### src/hw/rtl/scs_pkg.sv
// Shared types, codes and default sizes for the segmented character stack.
// Used by scs_ctrl, scs_datapath and segmented_char_stack; depends on nothing.
package scs_pkg;

    localparam int STACK_DEPTH_DEF  = 16;
    localparam int STRING_LIMIT_DEF = 16;

    // Request codes carried in req_type.
    localparam logic [2:0] REQ_PUSH       = 3'd0;
    localparam logic [2:0] REQ_POP_NEWEST = 3'd1;
    localparam logic [2:0] REQ_POP_OLDEST = 3'd2;
    localparam logic [2:0] REQ_PEEK       = 3'd3;
    localparam logic [2:0] REQ_LENGTH     = 3'd4;

    // Result status codes.
    localparam logic [2:0] ST_CHAR    = 3'd0;
    localparam logic [2:0] ST_EMPTY   = 3'd1;
    localparam logic [2:0] ST_STORED  = 3'd2;
    localparam logic [2:0] ST_CLEARED = 3'd3;
    localparam logic [2:0] ST_DROPPED = 3'd4;

    typedef struct packed {
        logic [2:0] req_type;
        logic [7:0] char_value;
        logic [4:0] string_length;
        logic       first_char;
    } t_item;

    typedef struct packed {
        logic [7:0] out_char;
        logic [4:0] frame_length;
        logic [2:0] status;
        logic       last;
    } t_result;

    // Commands from the controller to the datapath.
    typedef struct packed {
        logic load;
        logic push;
        logic lookup;
        logic emit_empty;
        logic emit_len;
        logic begin_rd;
        logic emit_char;
    } t_cmd;

    // Status from the datapath to the controller.
    typedef struct packed {
        logic is_push;
        logic req_valid;
        logic frame_empty;
        logic start_bad;
        logic is_len;
        logic last_char;
    } t_stat;

endpackage

### src/hw/rtl/scs_ctrl.sv
// Sequencing state machine of the segmented character stack.
// Depends on scs_pkg for the command and status structs.
module scs_ctrl (
    input  logic           i_clk,
    input  logic           i_rst_n,
    input  logic           start,
    input  scs_pkg::t_stat i_stat,
    output scs_pkg::t_cmd  o_cmd,
    output logic           busy
);

    typedef enum logic [1:0] {
        S_IDLE,
        S_EXEC,
        S_CHECK,
        S_EMIT
    } t_state;

    t_state r_state;
    t_state n_state;
    logic   r_busy;

    always_comb begin
        o_cmd   = '0;
        n_state = r_state;
        unique case (r_state)
            S_IDLE: begin
                if (start) begin
                    o_cmd.load = 1'b1;
                    n_state    = S_EXEC;
                end
            end
            S_EXEC: begin
                if (i_stat.is_push) begin
                    o_cmd.push = 1'b1;
                    n_state    = S_IDLE;
                end else begin
                    o_cmd.lookup = 1'b1;
                    if (!i_stat.req_valid) begin
                        n_state = S_IDLE;
                    end else if (i_stat.frame_empty) begin
                        o_cmd.emit_empty = 1'b1;
                        n_state          = S_IDLE;
                    end else begin
                        n_state = S_CHECK;
                    end
                end
            end
            S_CHECK: begin
                if (i_stat.start_bad) begin
                    o_cmd.emit_empty = 1'b1;
                    n_state          = S_IDLE;
                end else if (i_stat.is_len) begin
                    o_cmd.emit_len = 1'b1;
                    n_state        = S_IDLE;
                end else begin
                    o_cmd.begin_rd = 1'b1;
                    n_state        = S_EMIT;
                end
            end
            S_EMIT: begin
                o_cmd.emit_char = 1'b1;
                if (i_stat.last_char) begin
                    n_state = S_IDLE;
                end
            end
            default: begin
                n_state = S_IDLE;
            end
        endcase
    end

    always_ff @(posedge i_clk) begin
        if (!i_rst_n) begin
            r_state <= S_IDLE;
            r_busy  <= 1'b0;
        end else begin
            r_state <= n_state;
            r_busy  <= (n_state != S_IDLE);
        end
    end

    assign busy = r_busy;

endmodule

### src/hw/rtl/scs_datapath.sv
// Datapath of the segmented character stack: character and frame-start memories,
// counters, push bookkeeping and the result register. Depends on scs_pkg.
module scs_datapath #(
    parameter int STACK_DEPTH  = scs_pkg::STACK_DEPTH_DEF,
    parameter int STRING_LIMIT = scs_pkg::STRING_LIMIT_DEF
) (
    input  logic             i_clk,
    input  logic             i_rst_n,
    input  logic             i_cfg_we,
    input  logic             i_cfg_wdata,
    input  scs_pkg::t_item   i_item,
    input  scs_pkg::t_cmd    i_cmd,
    output scs_pkg::t_stat   o_stat,
    output logic             o_result_valid,
    output scs_pkg::t_result o_result
);

    localparam int AW = $clog2(STACK_DEPTH);
    localparam int CW = $clog2(STACK_DEPTH + 1);
    localparam int SW = ((CW > 8) ? CW : 8) + 1;
    localparam logic [SW-1:0] DEPTH_S = SW'(STACK_DEPTH);
    localparam logic [SW-1:0] LIMIT_S = SW'(STRING_LIMIT);

    logic [7:0]    char_mem  [STACK_DEPTH];
    logic [AW-1:0] frame_mem [STACK_DEPTH];

    logic             r_policy;
    scs_pkg::t_item   r_item;
    logic [CW-1:0]    r_used;
    logic [CW-1:0]    r_frames;
    logic [7:0]       r_pushed;
    logic             r_dropping;
    logic             r_cleared;
    logic [AW-1:0]    r_start;
    logic [CW-1:0]    r_left;
    logic [AW-1:0]    r_ptr;
    logic [7:0]       r_char_rd;
    logic             r_res_valid;
    scs_pkg::t_result r_res;

    logic [CW-1:0]    n_used;
    logic [CW-1:0]    n_frames;
    logic [7:0]       n_pushed;
    logic             n_dropping;
    logic             n_cleared;
    logic             n_res_valid;
    scs_pkg::t_result n_res;

    logic             push_res;
    logic [2:0]       push_status;
    logic             char_we;
    logic [AW-1:0]    char_waddr;
    logic             frame_we;
    logic [AW-1:0]    frame_waddr;
    logic [AW-1:0]    frame_wdata;

    logic [CW-1:0]    frame_len;
    logic             oldest_first;
    logic             last_char;
    logic             rd_en;
    logic [AW-1:0]    rd_addr;

    // Push bookkeeping: capacity check on the first character, then the store.
    always_comb begin
        logic [SW-1:0] len_s;
        logic [SW-1:0] pos;
        logic [CW-1:0] u;
        logic [CW-1:0] f;
        logic [7:0]    p;
        logic          d;
        logic          c;
        logic          ignore;

        len_s  = SW'(r_item.string_length);
        u      = r_used;
        f      = r_frames;
        p      = r_pushed;
        d      = r_dropping;
        c      = r_cleared;
        ignore = 1'b0;

        n_used      = r_used;
        n_frames    = r_frames;
        n_pushed    = r_pushed;
        n_dropping  = r_dropping;
        n_cleared   = r_cleared;
        push_res    = 1'b0;
        push_status = scs_pkg::ST_STORED;
        char_we     = 1'b0;
        frame_we    = 1'b0;

        if (r_item.first_char) begin
            p = '0;
            d = 1'b0;
            c = 1'b0;
            if (len_s == '0 || len_s > LIMIT_S || len_s > DEPTH_S) begin
                d = 1'b1;
            end else if (SW'(u) + len_s > DEPTH_S) begin
                if (r_policy) begin
                    u = '0;
                    f = '0;
                    c = 1'b1;
                end else begin
                    d = 1'b1;
                end
            end
        end else if (p == '0 && !d) begin
            ignore = 1'b1;
        end

        pos = SW'(u) + SW'(p);
        if (!ignore) begin
            if (!d) begin
                if (SW'(p) >= LIMIT_S || pos >= DEPTH_S) begin
                    d = 1'b1;
                end else begin
                    char_we = 1'b1;
                end
            end
            if (p != 8'hFF) begin
                p = p + 8'd1;
            end
            n_used   = u;
            n_frames = f;
            if (SW'(p) < len_s) begin
                n_pushed   = p;
                n_dropping = d;
                n_cleared  = c;
            end else begin
                push_res   = 1'b1;
                n_pushed   = '0;
                n_dropping = 1'b0;
                n_cleared  = 1'b0;
                if (d) begin
                    push_status = scs_pkg::ST_DROPPED;
                end else begin
                    push_status = c ? scs_pkg::ST_CLEARED : scs_pkg::ST_STORED;
                    if (SW'(f) < DEPTH_S) begin
                        frame_we = 1'b1;
                        n_frames = f + CW'(1);
                    end
                    n_used = CW'(SW'(u) + SW'(p));
                end
            end
        end

        char_waddr  = pos[AW-1:0];
        frame_waddr = f[AW-1:0];
        frame_wdata = u[AW-1:0];
    end

    assign frame_len    = r_used - CW'(r_start);
    assign oldest_first = (r_item.req_type == scs_pkg::REQ_POP_OLDEST);
    assign last_char    = (r_left == CW'(1));

    // Read address: the frame's oldest or newest index, then one step per result.
    always_comb begin
        if (i_cmd.begin_rd) begin
            rd_addr = oldest_first ? r_start : AW'(r_used - CW'(1));
        end else begin
            rd_addr = oldest_first ? (r_ptr + AW'(1)) : (r_ptr - AW'(1));
        end
        rd_en = i_cmd.begin_rd || (i_cmd.emit_char && !last_char);
    end

    always_comb begin
        n_res       = '0;
        n_res.last  = 1'b1;
        n_res_valid = 1'b0;
        if (i_cmd.push && push_res) begin
            n_res_valid  = 1'b1;
            n_res.status = push_status;
        end else if (i_cmd.emit_empty) begin
            n_res_valid  = 1'b1;
            n_res.status = scs_pkg::ST_EMPTY;
        end else if (i_cmd.emit_len) begin
            n_res_valid        = 1'b1;
            n_res.status       = scs_pkg::ST_CHAR;
            n_res.frame_length = 5'(frame_len);
        end else if (i_cmd.emit_char) begin
            n_res_valid    = 1'b1;
            n_res.status   = scs_pkg::ST_CHAR;
            n_res.out_char = r_char_rd;
            n_res.last     = last_char;
        end
    end

    always_ff @(posedge i_clk) begin
        if (!i_rst_n) begin
            r_policy    <= 1'b0;
            r_used      <= '0;
            r_frames    <= '0;
            r_pushed    <= '0;
            r_dropping  <= 1'b0;
            r_cleared   <= 1'b0;
            r_res_valid <= 1'b0;
        end else begin
            r_res_valid <= n_res_valid;
            if (i_cfg_we) begin
                r_policy <= i_cfg_wdata;
            end
            if (i_cmd.push) begin
                r_used     <= n_used;
                r_frames   <= n_frames;
                r_pushed   <= n_pushed;
                r_dropping <= n_dropping;
                r_cleared  <= n_cleared;
            end
            if (i_cmd.lookup) begin
                r_pushed   <= '0;
                r_dropping <= 1'b0;
                r_cleared  <= 1'b0;
            end
            if (i_cmd.emit_char && last_char && r_item.req_type != scs_pkg::REQ_PEEK) begin
                r_used   <= CW'(r_start);
                r_frames <= r_frames - CW'(1);
            end
        end
    end

    always_ff @(posedge i_clk) begin
        if (i_cmd.load) begin
            r_item <= i_item;
        end
        if (i_cmd.push && char_we) begin
            char_mem[char_waddr] <= r_item.char_value;
        end
        if (i_cmd.push && frame_we) begin
            frame_mem[frame_waddr] <= frame_wdata;
        end
        if (i_cmd.lookup && r_frames != '0) begin
            r_start <= frame_mem[AW'(r_frames - CW'(1))];
        end
        if (rd_en) begin
            r_char_rd <= char_mem[rd_addr];
            r_ptr     <= rd_addr;
        end
        if (i_cmd.begin_rd) begin
            r_left <= frame_len;
        end else if (i_cmd.emit_char) begin
            r_left <= r_left - CW'(1);
        end
        r_res <= n_res;
    end

    assign o_stat.is_push     = (r_item.req_type == scs_pkg::REQ_PUSH);
    assign o_stat.req_valid   = (r_item.req_type <= scs_pkg::REQ_LENGTH);
    assign o_stat.frame_empty = (r_frames == '0);
    assign o_stat.start_bad   = (CW'(r_start) >= r_used);
    assign o_stat.is_len      = (r_item.req_type == scs_pkg::REQ_LENGTH);
    assign o_stat.last_char   = last_char;

    assign o_result_valid = r_res_valid;
    assign o_result       = r_res;

endmodule

### src/hw/rtl/segmented_char_stack.sv
// Segmented character stack, top level; instantiates scs_ctrl and scs_datapath and
// uses the types and codes of scs_pkg.
// The block keeps whole strings as frames on a character stack, with a second
// stack of frame start indices. An item is taken when start is high and busy is
// low. A push carries one character with its string's length; the capacity check
// happens on the first character, and one status result follows the last one.
// Pops (newest-first or oldest-first) and peeks emit one character per result;
// a length request gives one result, and an empty stack gives one empty status.
// Results appear on o_result for exactly one cycle, flagged by o_result_valid;
// the receiver must take them, it cannot hold the block off. The final result of
// an item has last set. A push passes through the execute state, and its status
// is shown once the block is idle again, so the next item can be taken at the
// edge that ends it. An empty-stack answer takes the same path, and so does an
// undefined request or an ignored character, which give no result. A length
// request goes on through the check state, since the frame start memory has a
// registered read. A pop or peek goes on from the check state to the emit state:
// the character memory yields one registered read per cycle, so characters
// stream out back to back, one per cycle. The overflow policy is written through
// i_cfg_we and i_cfg_wdata; the user must write it only while the block is idle,
// and the block itself does not enforce this.
module segmented_char_stack #(
    parameter int STACK_DEPTH  = scs_pkg::STACK_DEPTH_DEF,
    parameter int STRING_LIMIT = scs_pkg::STRING_LIMIT_DEF
) (
    input  logic             i_clk,
    input  logic             i_rst_n,
    input  logic             start,
    output logic             busy,
    input  scs_pkg::t_item   i_item,
    input  logic             i_cfg_we,
    input  logic             i_cfg_wdata,
    output logic             o_result_valid,
    output scs_pkg::t_result o_result
);

    // Command and status bundles between the controller and the datapath.
    scs_pkg::t_cmd  cmd;
    scs_pkg::t_stat stat;

    // The controller steps through decode, frame lookup and character
    // streaming; it only sees status flags, never the data itself.
    scs_ctrl u_ctrl (
        .i_clk   (i_clk),
        .i_rst_n (i_rst_n),
        .start   (start),
        .i_stat  (stat),
        .o_cmd   (cmd),
        .busy    (busy)
    );

    // The datapath holds both memories, the counters and the result register.
    scs_datapath #(
        .STACK_DEPTH  (STACK_DEPTH),
        .STRING_LIMIT (STRING_LIMIT)
    ) u_datapath (
        .i_clk          (i_clk),
        .i_rst_n        (i_rst_n),
        .i_cfg_we       (i_cfg_we),
        .i_cfg_wdata    (i_cfg_wdata),
        .i_item         (i_item),
        .i_cmd          (cmd),
        .o_stat         (stat),
        .o_result_valid (o_result_valid),
        .o_result       (o_result)
    );

    // An item just taken cannot have produced a result yet in the next cycle.
    a_no_result_after_accept: assert property (
        @(posedge i_clk) disable iff (!i_rst_n)
        (start && !busy) |=> !o_result_valid
    ) else $error("result appeared right after an item was taken");

    // Characters of one frame stream without gaps until the last one.
    a_stream_contiguous: assert property (
        @(posedge i_clk) disable iff (!i_rst_n)
        (o_result_valid && !o_result.last) |=> o_result_valid
    ) else $error("gap inside a character stream");

    // Once the final result of an item is out, the block is free again.
    a_idle_at_last: assert property (
        @(posedge i_clk) disable iff (!i_rst_n)
        (o_result_valid && o_result.last) |-> !busy
    ) else $error("busy still set while the final result is shown");

    // Status results carry no character and no length.
    a_status_zero_payload: assert property (
        @(posedge i_clk) disable iff (!i_rst_n)
        (o_result_valid && o_result.status != scs_pkg::ST_CHAR) |->
            (o_result.out_char == 8'd0 && o_result.frame_length == 5'd0)
    ) else $error("status result with nonzero payload");

endmodule

### config.mk
export PLATFORM = sky130hd
export DESIGN_NAME = segmented_char_stack
export DESIGN_NICKNAME = d
export VERILOG_FILES = /design/src/hw/rtl/scs_pkg.sv /design/src/hw/rtl/scs_ctrl.sv /design/src/hw/rtl/scs_datapath.sv /design/src/hw/rtl/segmented_char_stack.sv
export SDC_FILE = /design/constraint.sdc
export NUM_CORES = 1
export LEC_CHECK = 0
export ABC_AREA = 0
export BUFFER_PORTS_ARGS = -buffer_cell sky130_fd_sc_hd__buf_2
export CAP_MARGIN = 20
export CORE_MARGIN = 2
export CORE_UTILIZATION = 56
export CTS_CLUSTER_DIAMETER = 40
export CTS_CLUSTER_SIZE = 16
export DETAILED_ROUTE_END_ITERATION = 12
export PLACE_DENSITY = 0.78
export SYNTH_ARGS = -nofsm -noshare
export SYNTH_HDL_FRONTEND = slang
export SYNTH_SLANG_ARGS = --single-unit
### constraint.sdc
create_clock -name i_clk -period 5.2 [get_ports i_clk]
set_input_delay 0.26 -clock i_clk [delete_from_list [all_inputs] [get_ports i_clk]]
set_output_delay 0.26 -clock i_clk [all_outputs]
set_load 0.02 [all_outputs]
==> results of run 1 <==
==> flip-flops by register name, summed over array words and instances (netlist names) <==
name	flops
u_ctrl.busy	1
u_ctrl.r_state	2
u_datapath.char_mem	128
u_datapath.frame_mem	64
u_datapath.o_result	17
u_datapath.o_result_valid	1
u_datapath.r_char_rd	8
u_datapath.r_cleared	1
u_datapath.r_dropping	1
u_datapath.r_frames	5
u_datapath.r_item	17
u_datapath.r_left	5
u_datapath.r_policy	1
u_datapath.r_ptr	4
u_datapath.r_pushed	8
u_datapath.r_start	4
u_datapath.r_used	5
==> stage by stage <==
stage / hold WS [ns] / setup TNS (ns) / util, % / cells / cell area [µm²]
after detailed placement: 0.438 / 0 / 59.5 / 1217 / 12900
after CTS: 0.0478 / 0 / 65.9 / 1298 / 14300
after global routing: 0.0582 / -0.144 / 66.0 / 1298 / 14300
final: 0.0568 / 0 / 66.0 / 1298 / 14300
after floorplan: 0.359 / 0 / - / 902 / 12200
after global placement: 0.436 / 0 / 59.5 / 1217 / 12900
==> path summary, 6_finish.rpt <==
kind	start	to	cells after the start	slack (ns)
worst max-delay path	u_datapath.r_item[1]	u_datapath.char_mem[2][3]	17	0.18
worst min register to register	u_datapath.r_char_rd[1]	u_datapath.o_result[10]	1	0.47
worst min-delay path	start	u_ctrl.r_state[0]	3	0.06
worst max register to register	u_datapath.r_item[1]	u_datapath.char_mem[2][3]	17	0.18
==> kinds of logic (layout without fill, tap and decap cells) <==
| family | Yosys count | after routing | share of synthesized area [%] |
|---|---|---|---|
| adders and majority gates | 45 | 45 | 4.92 |
| xor gates and xnor gates | 23 | 23 | 1.65 |
| and+or+nand+nor | 263 | 263 | 11.1 |
| buffers and inverters | 76 | 192 | 2.71 |
| DFF | 272 | 272 | 63.4 |
| muxes | 61 | 61 | 7.16 |
| AOI/OAI and AO/OA | 162 | 162 | 9.06 |
==> what timing repair did <==
item,in CTS,in global routing
endpoints found under the hold margin,18,0
buffers inserted,0,0
gates resized for setup,0,4
hold buffers,19,0
setup endpoints to repair,0,132
==> layout make-up <==
cell class | count | area, µm² | share of cell area (%)
repair buffers | 93 | 671 | 4.70
flip-flops and latches | 272 | 7750 | 54.3
inverters | 37 | 139 | 0.973
multi-input cells | 554 | 4170 | 29.2
clock buffers | 34 | 851 | 5.96
well taps | 280 | 350 | 2.45
clock inverters | 28 | 345 | 2.42
==> routing by layer <==
metal | vias to the layer above | GRT usage [%] | routed length, µm
li1 | 3608 | - | -
met2 | 396 | 37.5 | 12600
met1 | 3782 | 35.7 | 11600
met3 | 69 | 4.85 | 2600
met5 | - | 0 | 0
met4 | 0 | 8.19 | 732
==> worst register-to-register path, stage by stage (launching register included) <==
cell	delay [ns]
edfxtp_1	0.41
ha_1	0.24
fa_1	0.41
xor2_1	0.16
a2111oi_1	0.40
a211oi_1	0.18
o31ai_2	0.31
and2_1	0.19
ha_1	0.17
inv_1	0.06
fa_1	0.42
nor2b_1	0.17
a32oi_1	0.11
nor2_1	0.21
o311ai_2	0.29
or4_1	0.61
nor2_1	0.20
buf_4	0.20
==> cells in the mapped netlist, drive strengths merged, types with 12 or more instances <==
library cell,count
a221oi,33
ha,40
mux4,20
buf,24
and2,26
dfxtp,42
inv,36
nor2,62
xnor2,12
and3,14
edfxtp,230
mux2i,40
nor3,15
a21oi,67
nand2,67
o21ai,13
nand3,16
clkbuf,15
==> power groups by stage <==
stage,clock (W),sequential [W],combinational [W]
2_1_floorplan,0,0.00263,0.000557
3_3_place_gp,0,0.00268,0.000789
3_5_place_dp,0,0.00268,0.000804
4_1_cts,0.00245,0.00264,0.000827
5_1_grt,0.00254,0.00265,0.000915
6_report,0.00242,0.00264,0.000845
==> results_dict.tcl, run 1 <==
set metrics [dict create \
    status "completed" \
    yosysTopAreaCellShare_pct 56.6 \
    cts-root-buf "clkbuf_16" \
    synth_edf_count 230 \
    via_per_inst 6.05 \
    p_leak_nw 5.35 \
    seqPwrFrac_pct 44.6 \
    layout_commonest_cell "edfxtp_1" \
    syn_area_per_cell_um2 13.5 \
    cts_sinks 272 \
    synthCells 902 \
    layout-drive-gt1-share_pct 17.3 \
    cts_tree "done" \
    die_x_um 152 \
    worst-path-max-fanout 9 \
    die_area_um2 23000 \
    routed_wirelength_um 27500 \
    fin_crit_ns 5.02 \
    synth_area_um2 12200 \
    vdd_drop_max_mv 0.370 \
    p_comb_share_pct 14.3 \
    p_clk_share_pct 41.1 \
    dp_slack_ns 0.252 \
    period_share_pct 96.5 \
    drv_slew 0 \
    drc 0 \
    worst_path_largest_cell_delay_ns 0.60 \
    cts_max_level 2 \
    p_sw_share_pct 27.6 \
    ys.flop_type "edfxtp_1" \
    max_cap_viol_count 0 \
    antenna_found_initial 0 \
    fmax_mhz 199 \
    core_um2 21600 \
    diodes 0 \
    synth-async-reset-ratio_pct 0 \
    ys_ff_latch 272 \
    drtPass1Iterations 5 \
    drt_iter0_markers 890 \
    clockBufferDepth 3 \
    die_h_um 152 \
    grt_max_degree 35 \
    via_count 7855 \
    n_fill_cell 1506 \
    ios 41 \
    synth_area_leaders "edfxtp_1 57%, dfxtp_1 6.9%, ha_1 4.1%, mux4_2 3.7%, mux2i_1 3.2%" \
    gr-usage-all-layers_pct 24.6 \
    path_clk_slew_ns 0.06 \
    port_buffers 40 \
    switching_power_w 0.00163 \
    cp_slowest_cell "or4_1" \
    p_total_w 0.00591 \
    numCtsBuffers 34 \
    place.gp.congestion 0.924 \
    cp_data_required_time_ns 5.42 \
    syn_to_final_growth_pct 16.9 \
    synth_nets 969 \
    crit_family "simple AND/OR/NAND/NOR gates" \
    max_slew_margin_pct 36.6 \
    initial_core_util_pct 56.5 \
    insertion_delay_ns 0.53 \
    worstMarginPinSlew_ns 0.951 \
    hpwl_um 18200 \
    cp.buffers_inverters 2 \
    rows 54 \
    antenna_left 0 \
    p_int_w 0.00427 \
    ys_warn_count 0 \
    hold_violations 0 \
    worstPathCellList "ha_1 -> fa_1 -> xor2_1 -> a2111oi_1 -> a211oi_1 -> o31ai_2 -> and2_1 -> ha_1 -> inv_1 -> fa_1 -> nor2b_1 -> a32oi_1 -> nor2_1 -> o311ai_2 -> or4_1 -> nor2_1 -> buf_4" \
    power_density_nw_per_um2 414 \
    grt_pass1_vias 7709 \
    skew_ns 0.0335 \
    overflow 0 \
    layout.nets 1059 \
    seq_area_frac_synth_pct 63.4 \
    layout_common_cells "230 x edfxtp_1, 67 x a21oi_1, 66 x nand2_1" \
    setup_viol 0 \
    hp-class "primary input to register" \
    crit_type "register to register" \
    layout_setup_ws_ns 0.179 \
    startpoint_type "register" \
    wl_per_cell_um 21.2 \
    grt_pass1_wl_um 42300 \
    end_kind "register" \
    synth.largest_area_cell "edfxtp_1" \
    critPathArrivalTime_ns 5.24 \
    synth.distinct_cells 76 \
]
Note: power is estimated with default switching activity, not from simulation.
==> inputs of run 2 (changes only) <==
==> constraint.sdc (replaced) <==
create_clock -name i_clk -period 4.6 [get_ports i_clk]
set_input_delay 0.23 -clock i_clk [delete_from_list [all_inputs] [get_ports i_clk]]
set_output_delay 0.23 -clock i_clk [all_outputs]
set_load 0.02 [all_outputs]
==> run 2 against run 1 <==
  * Clock power up 6%
  * Global-route usage rose by 0.81 points
  * Worst setup slack better by 0.016 ns
  * Die area unchanged
  * Critical path depth decreased by 1
  * Sequential power increased by 13%
  * Clock-buffer cell count is 6 higher
  * Flip-flop and latch count did not move
  * Cell area increased by 1.1%
  * Non-clock buffer count rose by 5
  * Critical path type unchanged
  * Critical endpoint is now u_datapath.char_mem[6][7]
  * Largest cell class unchanged
==> results_dict.tcl, run 2 (synthesis gave the netlist of run 1 again) <==
set metrics [dict create \
    worst-path-max-fanout 8 \
    layout.nets 1065 \
    hp-class "primary input to register" \
    placedCellCount 1219 \
    end_kind "register" \
    antenna_found_initial 1 \
    overflow 0 \
    initial_core_util_pct 56.5 \
    cts_sinks 272 \
    power_density_nw_per_um2 453 \
    skew_ns 0.0244 \
    cp.buffers_inverters 2 \
    grt_pass1_vias 7847 \
    grt_max_degree 41 \
    final_cells 1306 \
    drv_slew 0 \
    numCtsBuffers 35 \
    period_share_pct 95.8 \
    cts_tree "done" \
    cts_max_level 2 \
    port_buffers 40 \
    largestRegisters "u_datapath.char_mem (128), u_datapath.frame_mem (64)" \
    layout-drive-gt1-share_pct 21.1 \
    hold_violations 0 \
    critPathArrivalTime_ns 4.58 \
    max_slew_margin_pct 38.9 \
    layout_common_cells "230 x edfxtp_1, 66 x a21oi_1, 65 x nand2_1" \
    fin_crit_ns 4.41 \
    ff2ff_setup_slack_ns 0.19 \
    vdd_drop_max_mv 0.371 \
    setup_viol 0 \
    antenna_left 0 \
    switching_power_w 0.00180 \
    rows 54 \
    max_flop_register "u_datapath.char_mem" \
    fmax_mhz 227 \
    largest_register_ffs 128 \
    via_per_inst 6.07 \
    die_x_um 152 \
    cp_slowest_cell "or4_4" \
    seqPwrFrac_pct 45.5 \
    p_comb_share_pct 15.2 \
    worst_path_largest_cell_delay_ns 0.54 \
    die_h_um 152 \
    max_cap_viol_count 0 \
    cp_data_required_time_ns 4.78 \
    syn_to_final_growth_pct 18.2 \
    via_count 7925 \
    p_clk_share_pct 39.3 \
    drc 0 \
    p_int_w 0.00474 \
    clockBufferDepth 3 \
    crit_family "simple AND/OR/NAND/NOR gates" \
    insertion_delay_ns 0.52 \
    hpwl_um 19200 \
    cts-root-buf "clkbuf_16" \
    grt_pass1_wl_um 43600 \
    startpoint_type "register" \
    rsz0062_at_grt "no" \
    routed_wirelength_um 28200 \
    path_clk_slew_ns 0.06 \
    gr-usage-all-layers_pct 25.4 \
    wl_per_cell_um 21.6 \
    core_um2 21600 \
    drt_iter0_markers 880 \
    p_sw_share_pct 27.5 \
    layout_commonest_cell "edfxtp_1" \
    crit_type "register to register" \
    drtPass1Iterations 5 \
    die_area_um2 23000 \
    worstPathCellList "ha_2 -> fa_2 -> a2111oi_2 -> a211oi_1 -> o31ai_2 -> and2_4 -> ha_2 -> inv_1 -> fa_2 -> nor2b_1 -> a32oi_1 -> nor2_1 -> buf_4 -> o311ai_4 -> or4_4 -> nor2_4" \
    ios 41 \
    fin_setup_tns_ns 0 \
    p_leak_nw 5.34 \
    status "completed" \
    worstMarginPinSlew_ns 0.916 \
    place.gp.congestion 0.964 \
]
## run 2: worst paths after layout
| path | start | endpoint | cells after the start |
|---|---|---|---|
| max reg2reg | u_datapath.r_item[1] | u_datapath.char_mem[6][7] | 16 |
| min | start | u_ctrl.r_state[0] | 3 |
| max | u_datapath.r_item[1] | u_datapath.char_mem[6][7] | 16 |
| min reg2reg | u_datapath.r_char_rd[7] | u_datapath.o_result[16] | 1 |
## run 2: power groups by stage
stage	registers [W]	logic, W	clock network, W
after floorplan	0.00298	0.000644	0
after global placement	0.00302	0.000934	0
after detailed placement	0.00302	0.000950	0
after CTS	0.00297	0.000970	0.00259
after global routing	0.00299	0.00107	0.00270
final	0.00297	0.000991	0.00257
## run 2: repair_timing
action,4_1_cts,5_1_grt
hold buffers,19,0
gates resized for setup,0,17
setup buffers,0,3
endpoints found under the setup margin,0,192
endpoints found under the hold margin,18,0
## run 2: tightest hold or removal path: cells and delay by family
kind                   cells  cell delay, ns
buffers and inverters      1            0.12
AO/OA/AOI/OAI              1            0.10
AND/OR/NAND/NOR            1            0.06
## run 2: stage by stage
step                      worst slack [ns]  hold WS [ns]  area [µm²]  power, W  util, %
after floorplan                    0.00393         0.329       12400   0.00362        -
after global placement               0.254         0.407       13000   0.00395     60.3
after detailed placement            0.0742         0.408       13000   0.00397     60.3
after CTS                           0.0590        0.0559       14400   0.00654     66.4
after global routing                0.0322        0.0917       14400   0.00677     66.7
final                                0.195        0.0681       14400   0.00654     66.7
## run 2: per-layer routing
metal  vias up  wire [µm]  share of wire, %  global-route usage, %
met3        73       2690               9.5                   5.96
met2       387      12900                46                   39.3
met5         -          0                 0                      0
met4         0        741               2.6                   8.29
met1      3832      11800                42                   35.8
li1       3633          -                 -                      -
## run 2: area by class of cell
| class | count | area (µm²) |
|---|---|---|
| sequential | 272 | 7750 |
| fill | 1467 | 7190 |
| multi-input combinational | 554 | 4370 |
| clock buffer | 40 | 916 |
| timing repair buffer | 98 | 708 |
| tap | 280 | 350 |
| clock inverter | 24 | 200 |
| inverter | 37 | 139 |
| antenna | 1 | 2.50 |
==> inputs of run 3 (changes only) <==
--- a/config.mk
+++ b/config.mk
@@ -13,6 +13,7 @@
 export CTS_CLUSTER_DIAMETER = 40
 export CTS_CLUSTER_SIZE = 16
 export DETAILED_ROUTE_END_ITERATION = 12
+export GPL_TIMING_DRIVEN = 0
 export PLACE_DENSITY = 0.78
 export SYNTH_ARGS = -nofsm -noshare
 export SYNTH_HDL_FRONTEND = slang
==> run 3 against run 2 <==
  * The run now ends with negative setup slack left
  * Cell area is 2.6% higher
  * Clock-buffer cell count is 1 lower
  * Maximum frequency is 6.7% lower
  * Final cell count is 2.0% higher
  * Die area stayed put
  * Via count is 3.5% higher
  * First-iteration DRC count is 0.34% lower
  * Flip-flop and latch count stayed put
  * Worst hold slack worse by 0.022 ns
  * Clock power is 5% higher
  * Wire length is 3.4% higher
  * Critical endpoint is now u_datapath.frame_mem[4][1]
  * Largest cell class unchanged
  * Highest routed layer unchanged
==> results_dict.tcl, run 3 (synthesis gave the netlist of run 1 again) <==
set metrics [dict create \
    status "finished, violations left" \
    violations "negative setup slack" \
    fin_crit_ns 4.72 \
    fin_setup_tns_ns -7.81 \
    hpwl_um 19000 \
    p_clk_share_pct 40.2 \
    crit_family "simple AND/OR/NAND/NOR gates" \
    syn_to_final_growth_pct 21.2 \
    overflow 0 \
    placedCellCount 1221 \
    place.gp.congestion 0.880 \
    seqPwrFrac_pct 44.2 \
    worstPathCellList "ha_2 -> fa_2 -> a2111oi_4 -> a211oi_2 -> o31ai_2 -> buf_4 -> and2_4 -> ha_4 -> inv_2 -> fa_2 -> nor2b_4 -> a32oi_2 -> nor2_2 -> o311a_4 -> nand3_4 -> nor4b_4 -> and2_4" \
    max_cap_viol_count 0 \
    layout_setup_ws_ns -0.121 \
    port_buffers 39 \
    min_from "start" \
    drc 0 \
    switching_power_w 0.00187 \
    holdWs_ns 0.0463 \
    rr_endpoint "u_datapath.frame_mem[4][1]" \
    cts_max_level 2 \
    core_um2 21600 \
    worstMarginPinSlew_ns 0.958 \
    cts-root-buf "clkbuf_16" \
    die_area_um2 23000 \
    reg2regPathDepth 17 \
    initial_core_util_pct 56.5 \
    ff2ff_setup_slack_ns -0.12 \
    numCtsBuffers 34 \
    layout_common_cells "230 x edfxtp_1, 65 x a21oi_1, 65 x nand2_1" \
    largestRegisters "u_datapath.char_mem (128), u_datapath.frame_mem (64)" \
    fmax_mhz 212 \
    crit_type "register to register" \
    cts_tree "done" \
    p_leak_nw 5.44 \
    max_slew_margin_pct 36.2 \
    hp-class "primary input to register" \
    critPathArrivalTime_ns 4.94 \
    end_kind "register" \
    cp_data_required_time_ns 4.82 \
    routed_wirelength_um 29200 \
    drv_slew 0 \
    grt_max_degree 19 \
    cp.buffers_inverters 2 \
    final_cells 1332 \
    vdd_drop_max_mv 0.527 \
    largest_register_ffs 128 \
    worst-path-max-fanout 6 \
    crit_path_start "u_datapath.r_item[1]" \
    cts_sinks 272 \
    antenna_left 0 \
    setup.worst_path.end "u_datapath.frame_mem[4][1]" \
    layout.nets 1092 \
    power_density_nw_per_um2 456 \
    via_per_inst 6.16 \
    period_share_pct 103 \
    hold_violations 0 \
    insertion_delay_ns 0.52 \
    die_h_um 152 \
    wl_per_cell_um 21.9 \
    r2r_start "u_datapath.r_item[1]" \
    p_total_w 0.00675 \
    clockBufferDepth 3 \
    drtPass1Iterations 6 \
    gr-usage-all-layers_pct 25.4 \
    rsz0062_at_grt "yes" \
    startpoint_type "register" \
    skew_ns 0.0220 \
    rows 54 \
    p_int_w 0.00487 \
    drt_iter0_markers 877 \
    ios 41 \
    path_clk_slew_ns 0.06 \
    grt_pass1_wl_um 43600 \
    layout_commonest_cell "edfxtp_1" \
    via_count 8205 \
    cp_slowest_cell "fa_2" \
    antenna_found_initial 1 \
    die_x_um 152 \
    setup_viol 151 \
    max_flop_register "u_datapath.char_mem" \
    p_sw_share_pct 27.8 \
    path_depth 17 \
    worst_path_largest_cell_delay_ns 0.49 \
    layout-drive-gt1-share_pct 23.1 \
    grt_pass1_vias 7915 \
    p_comb_share_pct 15.6 \
]
## run 3: worst reg2reg max path, stage by stage (launching register included)
cell       delay [ns]
edfxtp_1         0.42
ha_2             0.22
fa_2             0.49
a2111oi_4        0.30
a211oi_2         0.13
o31ai_2          0.36
buf_4            0.20
and2_4           0.18
ha_4             0.15
inv_2            0.04
fa_2             0.38
nor2b_4          0.14
a32oi_2          0.12
nor2_2           0.21
o311a_4          0.27
nand3_4          0.17
nor4b_4          0.42
and2_4           0.24
## run 3: per-layer routing
layer / vias up / track usage (%) / wire length (µm) / part of all wire (%)
met4: 0 / 8.38 / 824 / 2.8
met5: - / 0 / 0 / 0
met2: 403 / 39.2 / 13300 / 46
met1: 4032 / 36.7 / 12300 / 42
met3: 79 / 4.97 / 2660 / 9.1
li1: 3691 / - / - / -
## run 3: worst min path at each step
stage | endpoint | slack [ns] | cells after the start
finish | u_ctrl.r_state[0] | 0.05 | 3
floorplan | u_datapath.r_item[0] | 0.33 | 0
CTS | u_ctrl.r_state[0] | 0.03 | 3
detailed placement | u_datapath.r_item[11] | 0.41 | 1
global placement | u_datapath.r_item[5] | 0.41 | 1
global route | u_ctrl.r_state[0] | 0.06 | 3
## run 3: power groups by stage
stage	clock network [W]	logic, W	registers (W)
2_1_floorplan	0	0.000644	0.00298
3_3_place_gp	0	0.000907	0.00302
3_5_place_dp	0	0.000927	0.00302
4_1_cts	0.00273	0.000991	0.00297
5_1_grt	0.00282	0.00114	0.00299
6_report	0.00271	0.00105	0.00298
## run 3: layout make-up
cell class | instances | area (µm²)
multi-input cells | 554 | 4500
inverters | 37 | 143
flip-flops and latches | 272 | 7750
plain buffers | 39 | 201
repair buffers | 87 | 673
fillers | 1446 | 6820
clock inverters | 23 | 282
well taps | 280 | 350
clock buffers | 39 | 901
diodes | 1 | 2.50
## run 3: timing repair
action                     4_1_cts  5_1_grt
resized for setup               35       16
pin swaps                       23       10
setup endpoints to repair      206      206
buffers inserted                20        9
hold buffers                    19        0
hold endpoints to repair        18        0
## run 3: stage by stage
step	util, %	cell area, µm²	setup WS [ns]
after floorplan	-	12400	0.00393
after global placement	59.8	12900	-1.29
after detailed placement	59.8	12900	-1.30
after CTS	67.8	14700	-0.0481
after global routing	68.4	14800	-0.313
final	68.5	14800	-0.121
